===== src/design/utt_pkg.sv =====
// shared types, constants and unit expansion functions for the utf-8 / utf-16 transcoder
package utt_pkg;

  localparam int unsigned JOB_DEPTH = 2;
  localparam int unsigned CODE_W    = 21;

  // what the back part has to emit for one job
  typedef enum logic [1:0] {
    KIND_CODE = 2'b00,
    KIND_BAD  = 2'b01,
    KIND_EOT  = 2'b10
  } job_kind_e;

  typedef struct packed {
    job_kind_e         kind;
    logic              dir;
    logic [CODE_W-1:0] code;
  } job_t;

  // index of the final unit a code point expands to
  function automatic logic [1:0] last_index(logic dir, logic [CODE_W-1:0] code);
    logic [1:0] r;
    if (!dir) begin
      r = (code > 21'h00FFFF) ? 2'd1 : 2'd0;
    end else if (code <= 21'h00007F) begin
      r = 2'd0;
    end else if (code <= 21'h0007FF) begin
      r = 2'd1;
    end else if (code <= 21'h00FFFF) begin
      r = 2'd2;
    end else begin
      r = 2'd3;
    end
    return r;
  endfunction

  // one output unit of a code point
  function automatic logic [15:0] unit_value(logic dir, logic [CODE_W-1:0] code,
                                             logic [1:0] idx);
    logic [19:0] v;
    logic [1:0]  n;
    logic [15:0] r;
    v = 20'(code - 21'h010000);
    n = last_index(dir, code);
    r = '0;
    if (!dir) begin
      if (n == 2'd0) begin
        r = code[15:0];
      end else if (idx == 2'd0) begin
        r = {6'b110110, v[19:10]};
      end else begin
        r = {6'b110111, v[9:0]};
      end
    end else begin
      case (n)
        2'd0: r = {8'h00, code[7:0]};
        2'd1: r = (idx == 2'd0) ? {8'h00, 3'b110, code[10:6]}
                                : {8'h00, 2'b10, code[5:0]};
        2'd2: begin
          case (idx)
            2'd0:    r = {8'h00, 4'b1110, code[15:12]};
            2'd1:    r = {8'h00, 2'b10, code[11:6]};
            default: r = {8'h00, 2'b10, code[5:0]};
          endcase
        end
        default: begin
          case (idx)
            2'd0:    r = {8'h00, 5'b11110, code[20:18]};
            2'd1:    r = {8'h00, 2'b10, code[17:12]};
            2'd2:    r = {8'h00, 2'b10, code[11:6]};
            default: r = {8'h00, 2'b10, code[5:0]};
          endcase
        end
      endcase
    end
    return r;
  endfunction

endpackage


===== src/design/utt_front.sv =====
// front part: direction register, sequence decode and surrogate pairing
module utt_front (
  input  logic           clk_i,
  input  logic           rst_ni,
  input  logic           cfg_valid_i,
  input  logic           cfg_direction_i,
  input  logic           in_valid_i,
  input  logic [15:0]    in_unit_i,
  output logic           job_push_o,
  output utt_pkg::job_t  job_o
);
  import utt_pkg::*;

  logic              dir_q;
  logic [CODE_W-1:0] partial_q, partial_d;
  logic [1:0]        remain_q, remain_d;
  logic              held_q, held_d;
  logic              emit;
  logic              bad;
  logic [CODE_W-1:0] code;
  logic [CODE_W-1:0] shifted;
  logic [7:0]        b;

  assign b       = in_unit_i[7:0];
  assign shifted = {partial_q[CODE_W-7:0], b[5:0]};

  // decode one beat
  always_comb begin
    partial_d = partial_q;
    remain_d  = remain_q;
    held_d    = held_q;
    emit      = 1'b0;
    bad       = 1'b0;
    code      = '0;
    if (!dir_q) begin
      if (remain_q == 2'd0) begin
        if (!b[7]) begin
          emit = 1'b1;
          code = CODE_W'(b[6:0]);
        end else if (b[7:5] == 3'b110) begin
          partial_d = CODE_W'(b[4:0]);
          remain_d  = 2'd1;
        end else if (b[7:4] == 4'b1110) begin
          partial_d = CODE_W'(b[3:0]);
          remain_d  = 2'd2;
        end else if (b[7:3] == 5'b11110) begin
          partial_d = CODE_W'(b[2:0]);
          remain_d  = 2'd3;
        end else begin
          bad = 1'b1;
        end
      end else if (b[7:6] != 2'b10) begin
        bad = 1'b1;
      end else if (remain_q == 2'd1) begin
        emit      = 1'b1;
        code      = shifted;
        partial_d = '0;
        remain_d  = 2'd0;
      end else begin
        partial_d = shifted;
        remain_d  = remain_q - 2'd1;
      end
    end else begin
      if (held_q) begin
        if (in_unit_i[15:10] != 6'b110111) begin
          bad = 1'b1;
        end else begin
          emit      = 1'b1;
          code      = {1'b0, partial_q[9:0], in_unit_i[9:0]} + 21'h010000;
          partial_d = '0;
          held_d    = 1'b0;
        end
      end else if (in_unit_i[15:10] == 6'b110110) begin
        partial_d = CODE_W'(in_unit_i[9:0]);
        held_d    = 1'b1;
      end else begin
        emit = 1'b1;
        code = CODE_W'(in_unit_i);
      end
    end
    if (bad) begin
      partial_d = '0;
      remain_d  = 2'd0;
      held_d    = 1'b0;
    end
  end

  // job handed to the queue
  always_comb begin
    job_o.dir  = dir_q;
    job_o.code = bad ? '0 : code;
    if (bad) begin
      job_o.kind = KIND_BAD;
    end else if (code == '0) begin
      job_o.kind = KIND_EOT;
    end else begin
      job_o.kind = KIND_CODE;
    end
  end

  assign job_push_o = in_valid_i && (emit || bad);

  // direction and pending sequence state
  always_ff @(posedge clk_i or negedge rst_ni) begin
    if (!rst_ni) begin
      dir_q     <= 1'b0;
      partial_q <= '0;
      remain_q  <= 2'd0;
      held_q    <= 1'b0;
    end else if (cfg_valid_i) begin
      dir_q     <= cfg_direction_i;
      partial_q <= '0;
      remain_q  <= 2'd0;
      held_q    <= 1'b0;
    end else if (in_valid_i) begin
      partial_q <= partial_d;
      remain_q  <= remain_d;
      held_q    <= held_d;
    end
  end

endmodule


===== src/design/utt_job_fifo.sv =====
// short job queue between the front and the back part
module utt_job_fifo #(
  parameter int unsigned Depth = utt_pkg::JOB_DEPTH
) (
  input  logic           clk_i,
  input  logic           rst_ni,
  input  logic           push_i,
  input  utt_pkg::job_t  job_i,
  output logic           full_o,
  input  logic           pop_i,
  output logic           empty_o,
  output utt_pkg::job_t  job_o
);
  import utt_pkg::*;

  localparam int unsigned PtrW = (Depth > 1) ? $clog2(Depth) : 1;
  localparam int unsigned CntW = $clog2(Depth + 1);
  localparam logic [PtrW-1:0] LastPtr = PtrW'(Depth - 1);
  localparam logic [CntW-1:0] FullCnt = CntW'(Depth);

  job_t            mem_q [Depth];
  logic [PtrW-1:0] wr_ptr_q, rd_ptr_q;
  logic [CntW-1:0] count_q;

  assign full_o  = (count_q == FullCnt);
  assign empty_o = (count_q == '0);
  assign job_o   = mem_q[rd_ptr_q];

  // storage
  always_ff @(posedge clk_i) begin
    if (push_i) begin
      mem_q[wr_ptr_q] <= job_i;
    end
  end

  // pointers and fill count
  always_ff @(posedge clk_i or negedge rst_ni) begin
    if (!rst_ni) begin
      wr_ptr_q <= '0;
      rd_ptr_q <= '0;
      count_q  <= '0;
    end else begin
      if (push_i) begin
        wr_ptr_q <= (wr_ptr_q == LastPtr) ? '0 : wr_ptr_q + 1'b1;
      end
      if (pop_i) begin
        rd_ptr_q <= (rd_ptr_q == LastPtr) ? '0 : rd_ptr_q + 1'b1;
      end
      if (push_i && !pop_i) begin
        count_q <= count_q + 1'b1;
      end else if (pop_i && !push_i) begin
        count_q <= count_q - 1'b1;
      end
    end
  end

  a_count_bound: assert property (@(posedge clk_i) disable iff (!rst_ni)
    count_q <= FullCnt) else $error("job queue count above depth");

  a_no_overflow: assert property (@(posedge clk_i) disable iff (!rst_ni)
    push_i |-> !full_o) else $error("job pushed into full queue");

  a_no_underflow: assert property (@(posedge clk_i) disable iff (!rst_ni)
    pop_i |-> !empty_o) else $error("job popped from empty queue");

endmodule


===== src/design/utt_back.sv =====
// back part: expands one job into output units, one beat per cycle while results are taken
module utt_back (
  input  logic           clk_i,
  input  logic           rst_ni,
  input  logic           job_valid_i,
  input  utt_pkg::job_t  job_i,
  output logic           job_pop_o,
  input  logic           pop_i,
  output logic           empty_o,
  output logic [15:0]    out_unit_o,
  output logic           last_of_run_o,
  output logic           bad_input_o,
  output logic           end_of_text_o
);
  import utt_pkg::*;

  logic        out_valid_q;
  logic [15:0] unit_q;
  logic        last_q, bad_q, eot_q;
  logic [1:0]  idx_q;
  logic [1:0]  last_idx;
  logic [15:0] unit;
  logic        load;
  logic        is_last;

  // unit selection for the head job
  always_comb begin
    case (job_i.kind)
      KIND_CODE: begin
        last_idx = last_index(job_i.dir, job_i.code);
        unit     = unit_value(job_i.dir, job_i.code, idx_q);
      end
      default: begin
        last_idx = 2'd0;
        unit     = '0;
      end
    endcase
  end

  assign load      = job_valid_i && (!out_valid_q || pop_i);
  assign is_last   = (idx_q == last_idx);
  assign job_pop_o = load && is_last;

  // output register and unit counter
  always_ff @(posedge clk_i or negedge rst_ni) begin
    if (!rst_ni) begin
      out_valid_q <= 1'b0;
      idx_q       <= 2'd0;
    end else begin
      if (load) begin
        out_valid_q <= 1'b1;
        idx_q       <= is_last ? 2'd0 : idx_q + 2'd1;
      end else if (pop_i) begin
        out_valid_q <= 1'b0;
      end
    end
  end

  // result payload
  always_ff @(posedge clk_i) begin
    if (load) begin
      unit_q <= unit;
      last_q <= is_last;
      bad_q  <= (job_i.kind == KIND_BAD);
      eot_q  <= (job_i.kind == KIND_EOT);
    end
  end

  assign empty_o       = !out_valid_q;
  assign out_unit_o    = unit_q;
  assign last_of_run_o = last_q;
  assign bad_input_o   = bad_q;
  assign end_of_text_o = eot_q;

  a_flags_exclusive: assert property (@(posedge clk_i) disable iff (!rst_ni)
    out_valid_q |-> !(bad_q && eot_q)) else $error("bad and end flags together");

  a_flag_single: assert property (@(posedge clk_i) disable iff (!rst_ni)
    (out_valid_q && (bad_q || eot_q)) |-> (last_q && unit_q == '0))
    else $error("flagged result not a single zero unit");

  a_idx_bound: assert property (@(posedge clk_i) disable iff (!rst_ni)
    job_valid_i |-> idx_q <= last_idx) else $error("unit index past job end");

endmodule


===== src/design/utf8_utf16_stream_transcoder.sv =====
// top level of the utf-8 / utf-16 stream transcoder
//
// Input channel: push/full. One beat carries in_unit_i, a UTF-8 byte in bits
// 7..0 (direction 0) or a UTF-16 unit (direction 1).
// Result channel: empty/pop. The oldest result sits on out_unit_o and its flags
// while empty is low; pop takes it. last_of_run_o marks the final result of a
// code point, bad_input_o a malformed sequence, end_of_text_o a zero code point.
// Configuration: cfg_valid_i/cfg_ready_o with cfg_direction_i; ready is always
// high, and a write clears any pending sequence. Write it only when idle.
// Flow: with the back idle, the job of a completing input beat is written into
// the job queue at the accepting edge, then loaded into the output register.
// Throughput: the expansion unit gives one result per cycle while results are
// taken; an item causes 1 to 4 results, and items that only extend a sequence
// cause none. The front takes a beat every cycle while the job queue has room.
// Reset: direction returns to UTF-8 input, all pending state and queued
// results are dropped.
// Receiver stall: the held result stays, the back stops, the job queue fills,
// then full rises and the input stalls.
module utf8_utf16_stream_transcoder #(
  parameter int unsigned JobDepth = utt_pkg::JOB_DEPTH
) (
  input  logic        clk_i,
  input  logic        rst_ni,
  input  logic        cfg_valid_i,
  output logic        cfg_ready_o,
  input  logic        cfg_direction_i,
  input  logic        push,
  output logic        full,
  input  logic [15:0] in_unit_i,
  output logic        empty,
  input  logic        pop,
  output logic [15:0] out_unit_o,
  output logic        last_of_run_o,
  output logic        bad_input_o,
  output logic        end_of_text_o
);
  import utt_pkg::*;

  logic  in_accept;
  logic  job_push;
  job_t  job_in;
  logic  job_empty;
  logic  job_pop;
  job_t  job_head;

  assign cfg_ready_o = 1'b1;
  assign in_accept   = push && !full;

  // decode front
  utt_front u_front (
    .clk_i           (clk_i),
    .rst_ni          (rst_ni),
    .cfg_valid_i     (cfg_valid_i),
    .cfg_direction_i (cfg_direction_i),
    .in_valid_i      (in_accept),
    .in_unit_i       (in_unit_i),
    .job_push_o      (job_push),
    .job_o           (job_in)
  );

  // job queue
  utt_job_fifo #(
    .Depth (JobDepth)
  ) u_fifo (
    .clk_i   (clk_i),
    .rst_ni  (rst_ni),
    .push_i  (job_push),
    .job_i   (job_in),
    .full_o  (full),
    .pop_i   (job_pop),
    .empty_o (job_empty),
    .job_o   (job_head)
  );

  // expansion back
  utt_back u_back (
    .clk_i         (clk_i),
    .rst_ni        (rst_ni),
    .job_valid_i   (!job_empty),
    .job_i         (job_head),
    .job_pop_o     (job_pop),
    .pop_i         (pop),
    .empty_o       (empty),
    .out_unit_o    (out_unit_o),
    .last_of_run_o (last_of_run_o),
    .bad_input_o   (bad_input_o),
    .end_of_text_o (end_of_text_o)
  );

endmodule

===== config.mk =====
export PLATFORM = sky130hd
export DESIGN_NAME = utf8_utf16_stream_transcoder
export DESIGN_NICKNAME = d
export VERILOG_FILES = /design/src/design/utt_pkg.sv /design/src/design/utt_front.sv /design/src/design/utt_job_fifo.sv /design/src/design/utt_back.sv /design/src/design/utf8_utf16_stream_transcoder.sv
export SDC_FILE = /design/constraint.sdc
export NUM_CORES = 1
export LEC_CHECK = 0
export BUFFER_PORTS_ARGS = -buffer_cell sky130_fd_sc_hd__buf_2
export CORE_MARGIN = 2
export CORE_UTILIZATION = 30
export DETAILED_ROUTE_END_ITERATION = 12
export PLACE_DENSITY = 0.55
export SLEW_MARGIN = 25
export SYNTH_ARGS = -nofsm -noshare
export SYNTH_HDL_FRONTEND = slang
export SYNTH_HIERARCHICAL = 1
export SYNTH_SLANG_ARGS = --single-unit

===== constraint.sdc =====
create_clock -name clk_i -period 5.5 [get_ports clk_i]
set_input_delay 0.825 -clock clk_i [delete_from_list [all_inputs] [get_ports clk_i]]
set_output_delay 0.825 -clock clk_i [all_outputs]
set_load 0.03 [all_outputs]

---- After elaboration in Yosys (flattened, before gate mapping) ----
Memory sizes are Yosys's and may differ from the RTL's.
Index checks and enable logic that the tools add are counted.
word-level totals
  bits in writable memories ............... 48
  bits of input ports ..................... 22
  register bits ........................... 45
  output and inout port bits .............. 22
  memories kept ........................... 1
  logic and storage cells ................. 158
memory list
  name          depth  width  rd ports  clocked after Yosys merged registers in  write ports  line                RTL
  u_fifo.mem_q  2      24     1         0                                        1            utt_job_fifo.sv:21  job_t mem_q [Depth];
operators by class
  equal/unequal tests ..................... 24
  reductions and logical operators ........ 26
  add/sub/neg operators ................... 8
  magnitude comparators ................... 4
  multiplexer cells ....................... 82
operators with widths
  kind                      count
  $mux W15                  14
  $mux W21                  7
  $mux W16                  3
  $pmux W16 S3              1
  $mux W2                   21
  $mux W1                   31
  $add A20 B17 Y21 const B  1
  $gt A21 B16 Y1 const B    1
  $le A21 B11 Y1 const B    1
  $le A21 B16 Y1 const B    1
  $le A21 B7 Y1 const B     1
  $logic_not A21 Y1         1
  $pmux W7 S3               1
  $sub A20 B17 Y20 const B  1
  $mux W7                   2
  $pmux W7 S2               1
  $mux W11                  1
  $logic_not A2 Y1          5
  $ne A5 B5 Y1 const B      2
  $eq A2 B1 Y1 const B      4
  $eq A2 B2 Y1 const B      4
  $ne A7 B5 Y1 const B      1
  $eq A6 B6 Y1 const B      1
  $logic_and A1 B1 Y1       6
  22 further kinds          32

---- Logic depth before layout (Yosys ltp) ----
  depth after elaboration ................. 13
  depth in mapped cells ................... 20
  mapped depth without buffers ............ 17

---- Modules after synthesis ----
Netlist, hierarchy kept.
by module, submodules not included
  module                        area an instance (um^2)  cells an instance  instances  sequential area each (um^2)
  utt_job_fifo                  2,020.7                  91                 1          1,541.5
  utt_back                      1,754.2                  192                1          645.6
  utt_front                     1,529.0                  187                1          475.5
  utf8_utf16_stream_transcoder  28.8                     4                  1          0.0

---- Worst setup path before layout ----
OpenSTA, ideal clock, no wires.
  path type ............................... register -> register
  from .................................... reg u_fifo.rd_ptr_q
  to ...................................... reg u_back.unit_q[5] (netlist: u_back/out_unit_o[5]) (data pin)
  path buffers ............................ 3
  cell stages (with the launch flop) ...... 20
  data required time ...................... 5.233 ns
  library setup time ...................... 0.267 ns
  slack ................................... 1.446 ns
  clock period less this slack ............ 4.054 ns
  arrival time ............................ 3.787 ns
  cell sequence ........................... dfrtp_1 > buf_6 > buf_12 > mux2_4 > inv_1 > ha_1 > or4b_4 > nor3b_2 > mux2i_1 > or2_1 > a22oi_1 > inv_1 > ha_1 > clkbuf_1 > nor2b_1 > a211o_1 > a221oi_1 > a21oi_1 > a21oi_1 > nor2_1
RTL lines
  element                   line                RTL
  start: declaration        utt_job_fifo.sv:22  logic [PtrW-1:0] wr_ptr_q, rd_ptr_q;
  start signal: assignment  utt_job_fifo.sv:47  rd_ptr_q <= (rd_ptr_q == LastPtr) ? '0 : rd_ptr_q + 1'b1;
  end signal: assignment    utt_back.sv:62      unit_q <= unit;
  end: declaration          utt_back.sv:18      logic [15:0] unit_q;

==> impl_results.md <==
* Mapped Area at 5330 um^2
* Worst reg2reg path depth at 16
* Number of synthesized flops with an enable pin at 67
* Asr flop ratio synth at 28.0%
* Final critical-path required period at 4.64 ns
* Via count of the first global-routing pass at 4,002
* Critical Path End Type: flip-flop
* Die footprint at 18,900 um^2
* Run status: complete, no violations
* Wire per inst at 17.7 um
* Routed vias/inst at 5.35
* Peak clock frequency supported by timing at 0.216 GHz
* Hold Path Class: input pin to async pin
* Buffer type at the clock tree root: sky130_fd_sc_hd__clkbuf_16
* Cell with the most instances after synthesis: sky130_fd_sc_hd__edfxtp_1
* Drt pass-1 iters at 6
* Number of primary I/O pins at 44
* Classification of the worst setup path: flip-flop to flip-flop
* CP arrival at 4.71 ns
* Number of endpoints with negative hold slack in the final report at 0
* Overall die height at 137 um
* Clock insertion delay at the later pin of the skew report at 0.35 ns
* Final Instance Count excl. Fillers at 739
* Starting density of the core at 30.7%
* Post-CTS resize count at 0
* Cell count after synthesis at 474
* Internal Dissipation at 0.00178 W
* Number of remaining DRC errors at 0
* Layout Area Growth over Synthesis at 12.6%
* Initial DRC count at 328
* Endpoint required time on the critical path at 5.58 ns
* Final routed wirelength across all metal layers at 13.1 mm
* Deepest clock path buffer count at 2
* Final-report max-slew violation count at 0
* Antenna violation net count after detailed routing at 0
* Final setup violation count at 0
* Accumulated negative setup slack at 0 ns
* Number of H-tree levels at 3
* Largest fanout on the critical path at 12
* Number of synthesized register bits at 93
* Number of buffers added to fix hold violations after cts at 0
* Sequential share of power at 35.7%
* Clk network pwr share at 19.9%
* Global-route wire length before repair at 21.3 mm
* Final HPWL from detailed placement at 9.51 mm
* Headroom to the max-slew limit at 44.9%
* Total power divided by cell area at 499 nW/um^2
* Die width at 137 um
* Fraction of final layout cells sized beyond drive strength 1 at 21.0%
* Final Cycle Share at 84.3%
* Top area cells in the synthesized netlist: sky130_fd_sc_hd__edfxtp_1, sky130_fd_sc_hd__dfrtp_1, sky130_fd_sc_hd__mux2_4
* Placer Congestion at 0.930
* Sequential cell area fraction in the yosys report at 49.9%
* Power dissipated by switching net loads at 0.00121 W
* Synthesized area per cell at 11.3 um^2
* Vias at 3,951
* Yosys synthesis warning count at 6
* RSZ-0062 raised after global routing: false
* Count of buffers inserted at the top-level ports at 42
* Clock tree from TritonCTS: done
* Area of the core at 17,400 um^2
* Worst-margin pin slew at 0.826 ns
* Switching power share of the total at 40.5%
* Clk sinks at 93
* Setup Skew at 0.00995 ns
* Leading area contributor after synthesis: sky130_fd_sc_hd__edfxtp_1
* Number of placed cells counting well taps at 723
* Inserted Clock Buffers at 9
* Top-area cell type share of the netlist area at 37.7%
* Site row count at 48
* Mapped Nets at 511
* Antenna diode count at 0
* GR Util All Layers at 14.9%
* Start of the worst register-to-register path: u_fifo/rd_ptr_q
* Number of antenna violations at the first check in global routing at 0
* Highest ir drop seen on vdd at 0.182 mV
* Minimum setup slack among reg-to-reg paths at 0.86 ns
* Remaining Overflow, GRT at 0
* Leading cell types by count after synthesis: sky130_fd_sc_hd__edfxtp_1, sky130_fd_sc_hd__nand2_1, sky130_fd_sc_hd__nor2_1
* Crit start category: flip-flop
* Number of buffers inserted to repair setup after CTS at 0
* Reg-to-reg endpoint: u_back/out_unit_o[2]
* Register clock-pin slew on the reported worst setup and hold paths at 0.07 ns
* Leak pwr at 2.31 nW
* Max_cap viols at 0
* Pin count of the biggest net entering global routing at 27
* Number of nets in the final layout at 546
* Proportion of power drawn by combinational gates at 44.4%
* Main flop type after synthesis: sky130_fd_sc_hd__edfxtp_1
* Count of unique library cells instantiated by Yosys at 69
==> cells in the final DEF, fill, tap and decap left out, types with 10 or more instances in the layout <==
master	instances
sky130_fd_sc_hd__o21ai_0	17
sky130_fd_sc_hd__a211oi_1	12
sky130_fd_sc_hd__inv_1	20
sky130_fd_sc_hd__a21oi_1	20
sky130_fd_sc_hd__nand2_1	43
sky130_fd_sc_hd__edfxtp_1	67
sky130_fd_sc_hd__nor2_1	36
sky130_fd_sc_hd__nor3_1	10
sky130_fd_sc_hd__ha_1	15
sky130_fd_sc_hd__mux2_4	19
sky130_fd_sc_hd__buf_2	42
sky130_fd_sc_hd__mux2i_1	12
sky130_fd_sc_hd__dfrtp_1	26
==> metal layers <==
layer  track usage [%]  share of wire, %
met4              5.38               1.6
met3              4.19               7.0
met2              23.7                47
met5                 0                 0
met1              19.3                44
==> critical path, stage by stage, from the launching register on <==
cell and delay [ns]:
sky130_fd_sc_hd__dfrtp_1 0.75, sky130_fd_sc_hd__buf_4 0.26, sky130_fd_sc_hd__mux2_4 0.32, sky130_fd_sc_hd__or4b_4 0.50, sky130_fd_sc_hd__nor3b_2 0.17, sky130_fd_sc_hd__mux2i_1 0.14, sky130_fd_sc_hd__or2_1 0.26, sky130_fd_sc_hd__a22oi_1 0.38
sky130_fd_sc_hd__inv_1 0.12, sky130_fd_sc_hd__ha_1 0.31, sky130_fd_sc_hd__nor2b_1 0.19, sky130_fd_sc_hd__nor2_1 0.14, sky130_fd_sc_hd__nor2_1 0.05, sky130_fd_sc_hd__nor2_1 0.20, sky130_fd_sc_hd__o21ai_0 0.18, sky130_fd_sc_hd__a211oi_1 0.30
sky130_fd_sc_hd__a211oi_1 0.08
==> how the worst max path moves through the flow <==
stage | from | to | slack [ns] | depth (start not counted)
4_1_cts | u_fifo/rd_ptr_q | u_back/out_unit_o[2] | 0.94 | 16
5_1_grt | u_fifo/rd_ptr_q | u_back/out_unit_o[2] | 0.54 | 17
2_1_floorplan | u_fifo/rd_ptr_q | u_back/out_unit_o[5] | 1.45 | 19
3_5_place_dp | u_fifo/rd_ptr_q | u_back/out_unit_o[2] | 1.01 | 16
3_3_place_gp | u_fifo/rd_ptr_q | u_back/out_unit_o[1] | 1.13 | 17
6_report | u_fifo/rd_ptr_q | u_back/out_unit_o[2] | 0.86 | 16
==> cell type report <==
cell class	instances	area, um^2
multi-input cells	336	2440
clock buffers	11	243
repair buffers	48	255
fillers	1741	11400
inverters	21	78.8
well taps	225	282
clock inverters	5	43.8
flip-flops and latches	93	2660
==> sequential cells by signal, indices dropped and copies added, names as in the netlist, 2 cells and up <==
signal             flops
u_front/remain_q       2
u_back/idx_q           2
u_back/out_unit_o     16
u_fifo/mem_q          48
u_front/partial_q     15
u_fifo/count_q         2
==> power groups by stage <==
stage | sequential (W) | clock, W | combinational (W)
after floorplan | 0.00118 | 0 | 0.000897
after global placement | 0.00108 | 0 | 0.00132
after detailed placement | 0.00109 | 0 | 0.00132
after CTS | 0.00107 | 0.000625 | 0.00132
after global routing | 0.00109 | 0.000653 | 0.00145
final | 0.00107 | 0.000597 | 0.00133
==> per-stage QoR <==
stage / setup slack, ns / utilization, % / area [um^2] / hold slack, ns / total power (W)
5_1_grt: 0.542 / 34.6 / 6000 / 0.512 / 0.00319
4_1_cts: 0.937 / 34.6 / 6000 / 0.503 / 0.00302
3_3_place_gp: 1.13 / 32.9 / 5720 / 0.477 / 0.00240
3_5_place_dp: 1.01 / 32.9 / 5720 / 0.497 / 0.00240
6_report: 0.863 / 34.6 / 6000 / 0.487 / 0.00300
2_1_floorplan: 1.45 / - / 5330 / 0.455 / 0.00208
==> cells by family (layout without fill, tap and decap cells) <==
logic type | count (synthesis) | in the layout | synth area share (%)
AND/OR/NAND/NOR | 154 | 154 | 15.4
multiplexers | 39 | 39 | 9.29
XOR/XNOR | 10 | 10 | 1.64
other | 1 | 1 | 0.0703
flip-flops | 93 | 93 | 49.9
adder cells (fa/ha/maj) | 15 | 15 | 3.52
AO/OA/AOI/OAI | 117 | 117 | 15.7
buffers and inverters | 45 | 85 | 4.41
No activity file was read; power rests on OpenSTA's default activity.
